**src/assert_macros.svh**
```systemverilog
// assertion macros for the rtl of the sequence engine
// each use expects clk and rst_n in scope
`ifndef ASSERT_MACROS_SVH
`define ASSERT_MACROS_SVH

// property checked on every clock edge outside reset
`define ISRE_ASSERT(lbl, prop, msg) \
  lbl: assert property (@(posedge clk) disable iff (!rst_n) (prop)) else $error(msg);

// implication checked on the next clock edge outside reset
`define ISRE_ASSERT_NEXT(lbl, ante, cons, msg) \
  lbl: assert property (@(posedge clk) disable iff (!rst_n) (ante) |=> (cons)) else $error(msg);

`endif

```
**src/isre_pkg.sv**
```systemverilog
// shared types and codes for the indexed sequence range engine
// no dependencies
`default_nettype none
package isre_pkg;

  localparam int CAPACITY_DEF = 256;

  // request codes
  localparam logic [2:0] REQ_INSERT = 3'd0;
  localparam logic [2:0] REQ_REMOVE = 3'd1;
  localparam logic [2:0] REQ_ADD    = 3'd2;
  localparam logic [2:0] REQ_QUERY  = 3'd3;
  localparam logic [2:0] REQ_LBOUND = 3'd4;

  // cell operation codes
  localparam logic [2:0] CELL_HOLD = 3'd0;
  localparam logic [2:0] CELL_INS  = 3'd1;
  localparam logic [2:0] CELL_REM  = 3'd2;
  localparam logic [2:0] CELL_ADD  = 3'd3;
  localparam logic [2:0] CELL_ROT  = 3'd4;

  // command broadcast to every cell
  typedef struct packed {
    logic [2:0]  op;
    logic [8:0]  pos;
    logic [7:0]  last;
    logic [63:0] operand;
  } cell_ctrl_t;

endpackage
`default_nettype wire

```
**src/isre_cell.sv**
```systemverilog
// one storage cell of the sequence chain: holds the element at a fixed position
// depends on isre_pkg
`default_nettype none
module isre_cell #(
  parameter int IDX_W = 8,
  parameter int IDX   = 0
) (
  input  wire                     clk,
  input  wire isre_pkg::cell_ctrl_t ctrl,
  input  wire [63:0]              left_val,
  input  wire [63:0]              right_val,
  output logic [63:0]             value
);
  import isre_pkg::*;

  localparam int CMP_W = (IDX_W > 9) ? IDX_W + 1 : 10;

  logic [63:0]      value_r;
  logic [63:0]      value_nxt;
  logic [CMP_W-1:0] my_idx;
  logic [CMP_W-1:0] pos_x;
  logic [CMP_W-1:0] last_x;

  assign my_idx = CMP_W'(IDX);
  assign pos_x  = CMP_W'(ctrl.pos);
  assign last_x = CMP_W'(ctrl.last);

  // per-cell update from the broadcast command
  always_comb begin
    value_nxt = value_r;
    unique case (ctrl.op)
      CELL_INS: begin
        if (my_idx > pos_x) value_nxt = left_val;
        else if (my_idx == pos_x) value_nxt = ctrl.operand;
      end
      CELL_REM: begin
        if (my_idx >= pos_x) value_nxt = right_val;
      end
      CELL_ADD: begin
        if (my_idx >= pos_x && my_idx <= last_x) value_nxt = value_r + ctrl.operand;
      end
      CELL_ROT: value_nxt = right_val;
      default:  value_nxt = value_r;
    endcase
  end

  always_ff @(posedge clk) begin
    value_r <= value_nxt;
  end

  assign value = value_r;

endmodule
`default_nettype wire

```
**config.mk**
```make
export PLATFORM = sky130hd
export DESIGN_NAME = isre_cell
export DESIGN_NICKNAME = d
export VERILOG_FILES = /design/src/assert_macros.svh /design/src/isre_pkg.sv /design/src/isre_cell.sv
export SDC_FILE = /design/constraint.sdc
export NUM_CORES = 1
export LEC_CHECK = 0
export ABC_CLOCK_PERIOD_IN_PS = 3500
export BUFFER_PORTS_ARGS = -buffer_cell sky130_fd_sc_hd__buf_2
export CORE_AREA = 2 2 145 147
export CTS_CLUSTER_SIZE = 8
export DETAILED_ROUTE_END_ITERATION = 8
export DIE_AREA = 0 0 147 149
export GPL_TIMING_DRIVEN = 1
export PLACE_DENSITY = 0.7
export RECOVER_POWER = 50
export SLEW_MARGIN = 20
export SYNTH_ARGS = -nofsm -noshare
export SYNTH_HDL_FRONTEND = slang
export SYNTH_SLANG_ARGS = --single-unit
```
**constraint.sdc**
```tcl
create_clock -name clk -period 3.5 [get_ports clk]
set_input_delay 0.175 -clock clk [delete_from_list [all_inputs] [get_ports clk]]
set_output_delay 0.175 -clock clk [all_outputs]
set_load 0.02 [all_outputs]
```
==> results of run 1 <==
[report_power, final]
group	internal [W]	switching (W)
Sequential	0.000898	0.0000180
Clock	0.000618	0.000383
Combinational	0.000437	0.000651
Total	0.00195	0.00105
[cells by family (layout without fill, tap and decap cells)]
family                     after synthesis  after routing  share of synthesized area [%]
xor gates and xnor gates                65             65                          8.143
and+or+nand+nor                        228            228                          15.59
DFF                                     64             64                          27.49
AOI/OAI and AO/OA                      371            371                          32.68
adders and majority gates               64             64                          11.56
buffers and inverters                   81            270                          4.545
other                                    0              3                              0
[path summary, 6_finish.rpt]
check        depth (start not counted)                start                  end
max reg2reg                         12   value[1]$_DFFE_PP_  value[51]$_DFFE_PP_
max                                 12   value[1]$_DFFE_PP_  value[51]$_DFFE_PP_
min                                  3        right_val[31]  value[31]$_DFFE_PP_
min reg2reg                          3  value[63]$_DFFE_PP_  value[63]$_DFFE_PP_
[per-layer routing]
| layer | vias to the layer above | track usage [%] | share of wire [%] | wire length, um |
|---|---|---|---|---|
| met2 | 301 | 36.62 | 45 | 11200 |
| li1 | 3698 | - | - | - |
| met5 | - | 0 | 0.097 | 24 |
| met4 | 4 | 6.394 | 2.3 | 556 |
| met3 | 42 | 5.719 | 7.7 | 1902 |
| met1 | 3570 | 29.02 | 44 | 10970 |
[cell type report]
cell class	instances	area, um2
diodes	3	7.507
clock buffers	9	225.2
clock inverters	7	86.33
fillers	2158	11890
inverters	25	93.84
multi-input cells	728	4861
flip-flops and latches	64	1922
well taps	275	344.1
repair buffers	229	1124
[Yosys cell counts, types with 13 or more instances]
cell	n	area share (%)
a21o_1	24	2.6
a21oi_1	118	8.4
a22oi_1	15	1.6
clkbuf_1	41	2.2
edfxtp_1	64	27
ha_1	63	11
inv_1	24	1.3
nand2_1	66	3.5
nand3_1	42	3.0
nand4_1	21	1.9
nor2_1	51	2.7
o21ai_0	88	6.3
o21bai_1	13	1.4
o22ai_1	43	3.8
xnor2_1	38	4.8
xor2_1	27	3.4
[critical path, stage by stage (launching register included)]
cell and delay [ns]:
edfxtp_1 0.41, ha_1 0.33, a211oi_1 0.34, o21ai_2 0.14, o21ai_1 0.16, o211a_1 0.27, o221ai_4 0.18, a41oi_4 0.30
o31a_1 0.32, o31ai_4 0.11, a221oi_2 0.30, xor2_1 0.18, a21oi_1 0.08
[timing repair]
item | CTS | global route
gates resized for setup | 1 | 15
endpoints found under the setup margin | 1 | 8
hold buffers | 0 | 0
setup buffers | 0 | 2
pin swaps | 0 | 9
[cell usage in the layout (no fill, tap or decap), types with 8 or more instances in the layout]
cell       instances
clkbuf_16          9
a31oi_1           11
xnor2_1           38
a22oi_1           15
and3_1             8
buf_4             23
inv_1             24
nand2_1           65
ha_1              60
edfxtp_1          64
buf_2            141
nor2_1            50
nand4_1           21
o21ai_0           88
o21bai_1          13
xor2_1            26
a21oi_1          118
a21o_1            24
o22ai_1           43
nand3_1           42
clkbuf_1          64
[per-stage QoR]
step                area (um2)  hold WS (ns)  util (%)  power (W)
floorplan                 6992        0.3604         -   0.001653
detailed placement        8332        0.4507     40.53   0.001995
CTS                       8645       0.09126     42.05   0.002999
global route              8656       0.09265     42.11   0.003172
global placement          8332        0.4585     40.53   0.001986
finish                    8663        0.1048     42.14   0.003006
==> metrics, run 1 <==
outcome finished with violations; failing checks capacitance limit, slew limit; register area share after synthesis 27.49%; Root Buffer clkbuf_16; max FFs per register 64; total placed cells including tap cells 1319; period utilization 96.43%; relative max-transition margin -9.709%; Final ANT Viol Nets 0; total die area 21900 um2; EDFF count, synth 64; antenna violations before repair 4; Setup Skew 0.01238 ns; IO buf count 204; Vias/cell 5.683; Post-Route WL 24660 um; synthesis-stage register bit count 64; num rows 53; synth warn 0; number of global-route vias before repair 7532; total CTS buffers 9; DR iter-0 viols 465; largest net degree at the start of global routing 66; DRT Pass-1 Iters 5; Placer Congestion 0.9005; Worst-path clk slew 0.06 ns; Cells after Synth 873; R2R Setup Slk 0.13 ns; clk buf depth 2; Leakage Power 3.485 nW; CTS Sinks 64; maximum VDD drop 0.2289 mV; Clock Latency Late Sink 0.35 ns; first-pass GRT wire length 39120 um; HP Class in -> reg; top-level port count 277; Hold Violations, Final 0; nets@finish 1334; Setup TNS 0 ns; # DRC 0; Starting Density 34.01%; core area 20560 um2; Worst-Margin Slew 1.646 ns; share of layout cells above drive strength 1 19.59%; post-synthesis cell type count 58; crit start category flip-flop; worst setup margin 0.1251 ns; worst endpoint data arrival time 3.47 ns; GRT Util Overall 22.25%; DIE HEIGHT 149 um; # setup viols final 0; Syn-to-layout area delta 23.91%; Post-Place Worst Slack -0.05344 ns; Crit Path Category reg -> reg; fin crit period 3.375 ns; required time of the worst setup path 3.59 ns; Crit Path Max Fanout 4; Synth Cell Area 6992 um2; Post-Syn Nets 1150; via count 7615; Worst setup EP type flip-flop; max frequency 296.3 MHz; RSZ-0062 raised after global routing true; final non-filler cell total 1340; MaxCap Viol Count 1; DP HPWL 18770 um; CTS tree yes; Die X 147 um; drt wl/cell 18.40 um; total gr overflow 0; syn avg cell area 8.009 um2; Async SR Flop Fraction 0%; Synth Flop Type edfxtp_1; Slew Limit Fails 28; pwr/cell area 346.9 nW/um2; H-tree depth 3
Power figures use the tool's default switching activity.
==> inputs of run 2 (changes only) <==
--- a/config.mk
+++ b/config.mk
@@ -12,7 +12,7 @@
 export DETAILED_ROUTE_END_ITERATION = 8
 export DIE_AREA = 0 0 147 149
 export GPL_TIMING_DRIVEN = 1
-export PLACE_DENSITY = 0.7
+export PLACE_DENSITY_LB_ADDON = 0.3
 export RECOVER_POWER = 50
 export SLEW_MARGIN = 20
 export SYNTH_ARGS = -nofsm -noshare
==> metrics, run 2 (same netlist as run 1, synthesis figures left out) <==
outcome finished with violations; failing checks capacitance limit, slew limit; total CTS buffers 9 (unchanged); Final ANT Viol Nets 0 (unchanged); # setup viols final 0 (unchanged); first-pass GRT wire length 39050 um (-0.16%); # DRC 0 (unchanged); Util after Layout 42.44% (+0.30 points); total gr overflow 0 (unchanged); core area 20560 um2 (unchanged); Leakage Power 3.541 nW (+1.6%); worst hold slack 0.1049 ns (+0.0001480 ns); DP HPWL 18960 um (+1.0%); worst path cell trace buf_4 > ha_1 > a211oi_2 > o21ai_2 > buf_4 > o2111ai_1 > a31oi_1 > nand2_1 > a21oi_2 > a21o_1 > a21o_1 > a41oi_2 > xor2_1 > o21ai_1; number of global-route vias before repair 7433 (-1.3%); CTS tree yes; Clock Latency Late Sink 0.35 ns (about the same); period utilization 95.25% (-1.2 points); fin crit period 3.334 ns (-0.04105 ns); Worst-path clk slew 0.06 ns (about the same); Starting Density 34.01% (unchanged); DR iter-0 viols 434 (-6.7%); most common cell after layout, fill and taps aside buf_2; total die area 21900 um2 (unchanged); Crit Path Max Fanout 3 (-1); Setup Skew 0.006607 ns (-0.005771 ns); nets@finish 1349 (+1.1%); relative max-transition margin -20.37% (-11 points); Post-Place Worst Slack -0.02020 ns (+0.03324 ns); Syn-to-layout area delta 24.79%; total power 0.002940 W (-2.2%); worst setup margin 0.1661 ns (+0.04105 ns); Setup TNS 0 ns (unchanged); CP top delay family compound AO/OA/AOI/OAI gates; H-tree depth 3 (unchanged); Multi-input gate area 4848 um2 (-0.26%); worst endpoint data arrival time 3.41 ns (-0.06 ns); DRT Pass-1 Iters 5 (unchanged); required time of the worst setup path 3.58 ns (about the same); GRT Util Overall 22.39% (+0.14 points); Root Buffer clkbuf_16; num rows 53 (unchanged); slowest stage cell, crit path edfxtp_1; combined buffer and inverter count along the critical path 2 (+2); filler cell count 2170 (+0.56%); Vias/cell 5.636 (-0.82%); Placer Congestion 0.9308 (+3.4%); IO buf count 204 (unchanged); R2R Setup Slk 0.17 ns (+0.04 ns); Hold Violations, Final 0 (unchanged); Worst setup EP type flip-flop; share of layout cells above drive strength 1 20.26% (+0.67 points); top-level port count 277 (unchanged); Post-Route WL 24900 um (+0.99%); CTS Sinks 64 (unchanged); Die X 147 um (unchanged); RSZ-0062 raised after global routing false; Worst-Margin Slew 1.806 ns (+0.1599 ns); MaxCap Viol Count 1 (unchanged); CP max stage delay 0.38 ns (-0.03 ns); most frequent cells in the layout 140 x buf_2, 118 x a21oi_1, 87 x o21ai_0; HP Class in -> reg; Slew Limit Fails 65 (+130%); max frequency 300.0 MHz (+1.2%); clk buf depth 2 (unchanged); hold_buf cts 0 (unchanged); via count 7626 (+0.14%); register area 1922 um2 (unchanged); crit start category flip-flop; Crit Path Category reg -> reg; pwr/cell area 337.0 nW/um2 (-2.9%); drt wl/cell 18.40 um (about the same); max FFs per register 64 (unchanged); DIE HEIGHT 149 um (unchanged); antenna violations before repair 4 (unchanged); maximum VDD drop 0.2525 mV (+10%); largest net degree at the start of global routing 65 (-1.5%)
[run 2: cell types whose count changed in the layout (fill, tap and decap cells not counted), sizes merged]
cell	before	now
clkinv	5	6
clkbuf	74	75
bufinv	2	1
clkinvlp	1	0
diode	3	2
buf	164	178
[run 2: power by group]
group | switching (W) | internal, W
Clock | 0.000377 | 0.000538
Combinational | 0.000656 | 0.000452
Sequential | 0.0000181 | 0.000899
Total | 0.00105 | 0.00189
[run 2: stage by stage]
stage	cell area, um2	cells
detailed placement	8474	1335
finish	8725	1353
global route	8722	1352
floorplan	6992	873
global placement	8474	1335
CTS	8752	1350
[run 2: worst register-to-register path: stages, from the launching register on]
cell and delay (ns):
edfxtp_1 0.38, buf_4 0.15, ha_1 0.32, a211oi_2 0.27
o21ai_2 0.12, buf_4 0.16, o2111ai_1 0.31, a31oi_1 0.21
nand2_1 0.15, a21oi_2 0.11, a21o_1 0.20, a21o_1 0.22
a41oi_2 0.23, xor2_1 0.17, o21ai_1 0.08
[run 2: per-layer routing]
| layer | vias to the layer above | GRT usage [%] | routed length (um) |
|---|---|---|---|
| met1 | 3588 | 29.48 | 11230 |
| met3 | 30 | 5.076 | 1749 |
| li1 | 3735 | - | - |
| met4 | 4 | 6.010 | 457 |
| met2 | 269 | 37.23 | 11440 |
| met5 | - | 0 | 27 |
[run 2: cell type report]
type | instances | area share (%)
multi-input cells | 728 | 55.57
flip-flops and latches | 64 | 22.03
repair buffers | 244 | 14.15
well taps | 275 | 3.944
clock buffers | 9 | 2.581
inverters | 25 | 1.076
clock inverters | 6 | 0.5880
diodes | 2 | 0.05736
[run 2: path summary, 6_finish.rpt]
kind                       start                  end  cells after the start
min                right_val[31]  value[31]$_DFFE_PP_                      3
min reg2reg  value[63]$_DFFE_PP_  value[63]$_DFFE_PP_                      3
max           value[1]$_DFFE_PP_  value[61]$_DFFE_PP_                     14
max reg2reg   value[1]$_DFFE_PP_  value[61]$_DFFE_PP_                     14
[run 2: what timing repair did]
item	4_1_cts	5_1_grt
buffers inserted	0	1
resized for setup	1	14
endpoints found under the setup margin	1	10
pin swaps	0	9
